## config.mk

```make
export PLATFORM = sky130hd
export DESIGN_NAME = tracker_packed_pattern_decoder_top
export DESIGN_NICKNAME = d
export VERILOG_FILES = /design/src/tppd_pkg.sv /design/src/tracker_packed_pattern_decoder_top.sv /design/src/tppd_mask_store.sv
export SDC_FILE = /design/constraint.sdc
export NUM_CORES = 1
export LEC_CHECK = 0
export CELL_PAD_IN_SITES_DETAIL_PLACEMENT = 0
export CELL_PAD_IN_SITES_GLOBAL_PLACEMENT = 2
export CORE_ASPECT_RATIO = 0.6
export CORE_MARGIN = 2
export CORE_UTILIZATION = 43
export CTS_CLUSTER_SIZE = 8
export DETAILED_ROUTE_END_ITERATION = 6
export DONT_BUFFER_PORTS = 1
export PLACE_DENSITY = 0.81
export SLEW_MARGIN = 25
export SYNTH_ARGS = -nofsm -noshare
export SYNTH_HDL_FRONTEND = slang
export SYNTH_SLANG_ARGS = --single-unit
export TNS_END_PERCENT = 100
```

## constraint.sdc

```tcl
create_clock -name clk -period 4.7 [get_ports clk]
set_clock_uncertainty 0.1 [all_clocks]
set_input_delay 0.47 -clock clk [delete_from_list [all_inputs] [get_ports clk]]
set_output_delay 0.47 -clock clk [all_outputs]
set_load 0.05 [all_outputs]
```

## src/tppd_pkg.sv

```systemverilog
package tppd_pkg;

	localparam int CHANNELS = 64;
	localparam int CH_AW = (CHANNELS > 1) ? $clog2(CHANNELS) : 1;

	localparam logic [7:0] CHAN_MASK = 8'h3f;
	localparam logic [7:0] NEW_MASK_BIT = 8'h80;

	typedef struct packed {
		logic [7:0] data_byte;
		logic       pattern_start;
	} in_item_t;

	typedef struct packed {
		logic [7:0] row;
		logic [5:0] channel;
		logic [7:0] mask;
		logic [7:0] note;
		logic [7:0] instrument;
		logic [7:0] vol_pan;
		logic [7:0] command;
		logic [7:0] command_value;
	} out_item_t;

	// write / clear request from the parser to the mask store
	typedef struct packed {
		logic       en;
		logic [5:0] addr;
		logic [7:0] data;
		logic       clr;
	} mask_wr_t;

endpackage

```

## src/tracker_packed_pattern_decoder_top.sv

```systemverilog
// Path: an accepted request reaches out_item via the input register, then the
// result register. Throughput: one byte per cycle unless out_ready stalls the
// output; the per-channel mask read is launched when the byte is accepted, so
// it is ready in the stage. Reset: arst_n clears parser, row, masks' valid
// bits and both valid flags; pattern_start clears all but the flags first.
module tracker_packed_pattern_decoder_top import tppd_pkg::*; (
	input  logic      clk,
	input  logic      arst_n,
	input  logic      in_valid,
	output logic      in_ready,
	input  in_item_t  in_item,
	output logic      out_valid,
	input  logic      out_ready,
	output out_item_t out_item
);

	typedef enum logic [6:0] {
		PH_CHAN = 7'b0000001,
		PH_MASK = 7'b0000010,
		PH_NOTE = 7'b0000100,
		PH_INST = 7'b0001000,
		PH_VOLP = 7'b0010000,
		PH_CMD  = 7'b0100000,
		PH_CVAL = 7'b1000000
	} phase_t;

	function automatic phase_t first_field(input logic [3:0] m, input logic [2:0] from);
		phase_t p;
		logic   found;
		p = PH_CHAN;
		found = 1'b0;
		for (int b = 0; b < 4; b++) begin
			if (!found && (3'(b) >= from) && m[b]) begin
				found = 1'b1;
				case (b)
					0: p = PH_NOTE;
					1: p = PH_INST;
					2: p = PH_VOLP;
					default: p = PH_CMD;
				endcase
			end
		end
		return p;
	endfunction

	logic            s1_valid;
	in_item_t        item_s1;
	logic            s1_adv;

	phase_t          phase_q;
	logic [5:0]      chan_q;
	logic [7:0]      mask_q;
	logic [7:0]      row_q;
	logic [3:0][7:0] held_q;

	phase_t          n_phase;
	logic [5:0]      n_chan;
	logic [7:0]      n_mask;
	logic [7:0]      n_row;
	logic [3:0][7:0] n_held;
	logic [7:0]      n_cval;
	logic            emit;
	logic            chan_ok;
	logic [7:0]      byte_m1;
	logic [7:0]      rd_mask;
	logic [5:0]      rd_addr;
	mask_wr_t        wr;
	out_item_t       ev;

	assign s1_adv   = s1_valid && (!out_valid || out_ready);
	assign in_ready = !s1_valid || s1_adv;

	assign byte_m1  = in_item.data_byte - 8'd1;
	assign rd_addr  = byte_m1[5:0];

	tppd_mask_store u_mask_store (
		.clk     (clk),
		.arst_n  (arst_n),
		.rd_en   (in_valid && in_ready),
		.rd_addr (rd_addr),
		.wr      (wr),
		.rd_mask (rd_mask)
	);

	always_comb begin
		logic [7:0] b;
		logic [7:0] cm1;
		phase_t     ph;
		b   = item_s1.data_byte;
		cm1 = b - 8'd1;
		if (item_s1.pattern_start) begin
			ph     = PH_CHAN;
			n_chan = '0;
			n_mask = '0;
			n_row  = '0;
			n_held = '0;
		end else begin
			ph     = phase_q;
			n_chan = chan_q;
			n_mask = mask_q;
			n_row  = row_q;
			n_held = held_q;
		end
		n_phase = PH_CHAN;
		n_cval  = '0;
		emit    = 1'b0;
		chan_ok = ({1'b0, n_chan} < 7'(CHANNELS));
		wr.en   = 1'b0;
		wr.addr = n_chan;
		wr.data = b;
		wr.clr  = s1_adv && item_s1.pattern_start;
		case (ph)
			PH_MASK: begin
				n_mask  = b;
				wr.en   = s1_adv && chan_ok;
				n_phase = first_field(b[3:0], 3'd0);
				emit    = (n_phase == PH_CHAN);
			end
			PH_NOTE: begin
				n_held[0] = b;
				n_phase   = first_field(n_mask[3:0], 3'd1);
				emit      = (n_phase == PH_CHAN);
			end
			PH_INST: begin
				n_held[1] = b;
				n_phase   = first_field(n_mask[3:0], 3'd2);
				emit      = (n_phase == PH_CHAN);
			end
			PH_VOLP: begin
				n_held[2] = b;
				n_phase   = first_field(n_mask[3:0], 3'd3);
				emit      = (n_phase == PH_CHAN);
			end
			PH_CMD: begin
				n_held[3] = b;
				n_phase   = PH_CVAL;
			end
			PH_CVAL: begin
				n_cval = b;
				emit   = 1'b1;
			end
			default: begin
				if (b == 8'h00) begin
					n_row = n_row + 8'd1;
				end else begin
					n_chan  = cm1[5:0] & CHAN_MASK[5:0];
					n_held  = '0;
					chan_ok = ({1'b0, n_chan} < 7'(CHANNELS));
					if ((b & NEW_MASK_BIT) != 8'h00) begin
						n_phase = PH_MASK;
					end else begin
						// reused mask; a pattern start has just wiped the table
						n_mask  = (chan_ok && !item_s1.pattern_start) ? rd_mask : 8'h00;
						n_phase = first_field(n_mask[3:0], 3'd0);
						emit    = (n_phase == PH_CHAN);
					end
				end
			end
		endcase
		ev.row           = n_row;
		ev.channel       = n_chan;
		ev.mask          = n_mask;
		ev.note          = n_held[0];
		ev.instrument    = n_held[1];
		ev.vol_pan       = n_held[2];
		ev.command       = n_held[3];
		ev.command_value = n_cval;
	end

	always_ff @(posedge clk or negedge arst_n) begin
		if (!arst_n) begin
			s1_valid <= 1'b0;
		end else if (in_ready) begin
			s1_valid <= in_valid;
		end
	end

	always_ff @(posedge clk) begin
		if (in_valid && in_ready) begin
			item_s1 <= in_item;
		end
	end

	always_ff @(posedge clk or negedge arst_n) begin
		if (!arst_n) begin
			phase_q <= PH_CHAN;
			chan_q  <= '0;
			mask_q  <= '0;
			row_q   <= '0;
			held_q  <= '0;
		end else if (s1_adv) begin
			phase_q <= n_phase;
			chan_q  <= n_chan;
			mask_q  <= n_mask;
			row_q   <= n_row;
			held_q  <= n_held;
		end
	end

	always_ff @(posedge clk or negedge arst_n) begin
		if (!arst_n) begin
			out_valid <= 1'b0;
		end else if (s1_adv && emit) begin
			out_valid <= 1'b1;
		end else if (out_ready) begin
			out_valid <= 1'b0;
		end
	end

	always_ff @(posedge clk) begin
		if (s1_adv && emit) begin
			out_item <= ev;
		end
	end

endmodule

```

## src/tppd_mask_store.sv

```systemverilog
module tppd_mask_store import tppd_pkg::*; (
	input  logic       clk,
	input  logic       arst_n,
	input  logic       rd_en,
	input  logic [5:0] rd_addr,
	input  mask_wr_t   wr,
	output logic [7:0] rd_mask
);

	logic [7:0]          mem [CHANNELS];
	logic [CHANNELS-1:0] vld_q;
	logic [7:0]          rd_q;
	logic                rdv_q;
	logic                same_addr;

	assign same_addr = wr.en && (wr.addr == rd_addr);

	always_ff @(posedge clk) begin
		if (wr.en) begin
			mem[wr.addr[CH_AW-1:0]] <= wr.data;
		end
	end

	// read of the incoming byte's channel; a same-edge write is forwarded
	always_ff @(posedge clk) begin
		if (rd_en) begin
			rd_q <= same_addr ? wr.data : mem[rd_addr[CH_AW-1:0]];
		end
	end

	always_ff @(posedge clk or negedge arst_n) begin
		if (!arst_n) begin
			rdv_q <= 1'b0;
		end else if (rd_en) begin
			rdv_q <= same_addr || (!wr.clr && vld_q[rd_addr[CH_AW-1:0]]);
		end
	end

	// entries never written since the last clear read as zero
	always_ff @(posedge clk or negedge arst_n) begin
		if (!arst_n) begin
			vld_q <= '0;
		end else if (wr.clr) begin
			vld_q <= '0;
		end else if (wr.en) begin
			vld_q[wr.addr[CH_AW-1:0]] <= 1'b1;
		end
	end

	assign rd_mask = rdv_q ? rd_q : 8'h00;

endmodule
```

==> results.toml <==
[outcome]
outcome = "finished, final reports clean"

[synth]
synth_ff_type = "edfxtp_1"
synth_edf_count = 591
ys_seq_area_frac = 0.704
yosys_register_bits = 719
syn_area_per_cell_sq_um = 16.7
yosys.area.top_type_share = 0.597
ys_warn_count = 0
yosysTopAreaCell = "edfxtp_1"
syn-num-nets = 1801
async_reset_ff_frac = 0.178
synthesis.area_sq_um = 29700
synthTopCellsByArea = "edfxtp_1 (60%), dfrtp_1 (11%), mux4_2 (9.9%)"
syn_inst = 1783
yosysUniqueCellTypes = 76

[layout]
fin_util = 0.500
fin_area_sq_um = 34200
areaGrowthSynthToFinish_pct = 14.8
final_common_cell = "edfxtp_1"
drive_above_1_share = 0.199
final_cell_mix = "edfxtp_1 (591), nor2_1 (142), mux4_2 (131)"
finalNetCount = 1884

[power_and_ir_drop]
ir_worst_vdd_mv = 0.299
p_leak_uw = 0.0117
p_clk_frac = 0.412
swShare = 0.273
p_int_uw = 11800
comb_power_share = 0.111
power_density_nw_per_um2 = 474
power_switching_uw = 4410
seqPwrFrac = 0.477

[global_routing]
antenna_found_initial = 2
grt_pass1_vias = 16800
grt_first_pass_wirelength_um = 121000
gr-total-overflow = 0
track_usage = 0.234
grt_max_degree = 129

[timing]
layout_min_cycle_time_ps = 4130
fmax_mhz = 242
worst_slack_ps = 574
max_slew_margin = 0.245
whs_ps = 68.7
final.period_utilization = 0.878
hold_viol_final = 0
tightest_slew_ps = 1130
tns_ps = 0
rsz0062_at_grt = "false"
drv_slew = 0
setup_viol = 0

[drt]
via_count = 17500
drc = 0
met1Wirelength_um = 38300
dr.pass1.iters = 6
postRouteAntennaNets = 0
via_per_inst = 6.11
wl_met2_um = 31600
route.met3.wl_um = 11900
detail_route.iter0.violations = 2368
avgRoutedWirePerCell_um = 29.0
top_layer = "met5"
totalWireLength_um = 83000

[place]
dp_hpwl_um = 52900
pre_cts_slack_ps = 682
io_buffers = 0
place_area_sq_um = 31100
gp_congestion = 0.907

[floorplanning]
start_util = 0.436
core_area_sq_um = 68200
ios = 77
row_count = 74
die_height_um = 208
die_x_um = 344
die_area_sq_um = 71400

[worst_setup_path]
critPathKind = "flop to flop"
critPathRequiredTime_ps = 4850
cp-end-kind = "flop"
rr_startpoint = "item_s1[0]"
rr_endpoint = "u_mask_store.mem[17][7]"
startpoint = "item_s1[0]"
path_max_fanout = 13
path_delay_family = "simple AND/OR/NAND/NOR gates"
cpPeakStageDelay_ps = 880
crit_arrival_ps = 4280
start_kind = "flop"
path_cells = "or4_1 > or4_1 > nor3_4 > nand3_1 > nor2_1"
path_depth = 5
rrSetupSlack_ps = 570
worst_path_most_repeated_cell = "or4_1"
ff2ff_path_depth = 5
crit_buf_inv = 0
crit_end = "u_mask_store.mem[17][7]"
cp_slowest_cell = "nor2_1"

[clock_tree]
htreeDepth = 3
cts-root-buf = "clkbuf_16"
cts_tree = "yes"
cts_setup_buffers = 0
numCtsBuffers = 99
clock-sinks = 719
clk_pin_slew_worst_paths_ps = 60
clk_latency_ps = 640
clockBufferDepth = 3
cts_resized = 0

[job]
max_cap_viol_count = 0

[min_path]
worstHoldPathType = "input port to flop"
==> how the worst min path moves through the flow <==
stage | start | end | slack (ps) | cells past startpoint
finish | out_ready | out_valid | 70 | 2
CTS | out_ready | out_valid | 40 | 2
global placement | arst_n | held_q[30] | 80 | 0
floorplan | arst_n | chan_q[0] | 70 | 0
detailed placement | arst_n | mask_q[5] | 80 | 0
global route | out_ready | out_valid | 60 | 2
==> Yosys cell counts, drive strengths merged (20+ instances only) <==
master / number
clkbuf: 60
edfxtp: 591
o21ai: 20
mux4: 131
a22o: 45
a31oi: 20
nor3: 24
nor2: 142
nand2: 110
mux2: 30
mux2i: 30
nor2b: 23
nand3: 39
buf: 52
dfrtp: 127
o21a: 64
a22oi: 22
==> layout make-up <==
type                    count  area (sq um)
diodes                      1          2.50
fillers                  5509         34100
repair buffers             94           803
flip-flops and latches    719         21000
multi-input cells         938          8300
clock inverters             6           104
clock buffers             178          2800
inverters                  14          52.6
well taps                 912          1140
==> metal layers <==
metal | global-route usage | up-vias
met5 | 0 | -
met4 | 0.0407 | 4
met3 | 0.111 | 107
met2 | 0.283 | 953
met1 | 0.376 | 9166
li1 | - | 7253
==> power groups by stage <==
stage	logic, uW	registers (uW)	clock network (uW)
2_1_floorplan	1120	7770	0
3_3_place_gp	1690	7830	0
3_5_place_dp	1700	7840	0
4_1_cts	1750	7720	6760
5_1_grt	1900	7740	7050
6_report	1790	7720	6670
==> registers in the layout, indices dropped and copies added (netlist names), 6 cells and up <==
register	count
held_q	32
u_mask_store.mem	512
u_mask_store.rd_q	8
out_item	62
mask_q	8
u_mask_store.vld_q	64
item_s1	9
chan_q	6
phase_q	7
row_q	8
==> cells by family (layout without fill, tap and decap cells) <==
logic type / count (synthesis) / in the layout / share of synthesized area
AO/OA/AOI/OAI: 287 / 287 / 0.0754
XOR/XNOR: 27 / 27 / 0.0103
adder cells (fa/ha/maj): 5 / 5 / 0.00210
buffers and inverters: 126 / 292 / 0.0182
flip-flops: 719 / 719 / 0.704
multiplexers: 191 / 191 / 0.121
other: 0 / 1 / 0
AND/OR/NAND/NOR: 428 / 428 / 0.0689
==> repair_timing <==
item / in CTS / in global routing
hold endpoints to repair: 138 / 0
hold buffers: 12 / 0
endpoints found under the setup margin: 0 / 0
==> per-stage QoR <==
| stage | std cells | total power (uW) |
|---|---|---|
| floorplan | 1783 | 8890 |
| global placement | 2664 | 9520 |
| detailed placement | 2664 | 9540 |
| CTS | 2860 | 16200 |
| global route | 2861 | 16700 |
| finish | 2862 | 16200 |
No activity file was read; power rests on OpenSTA's default activity.
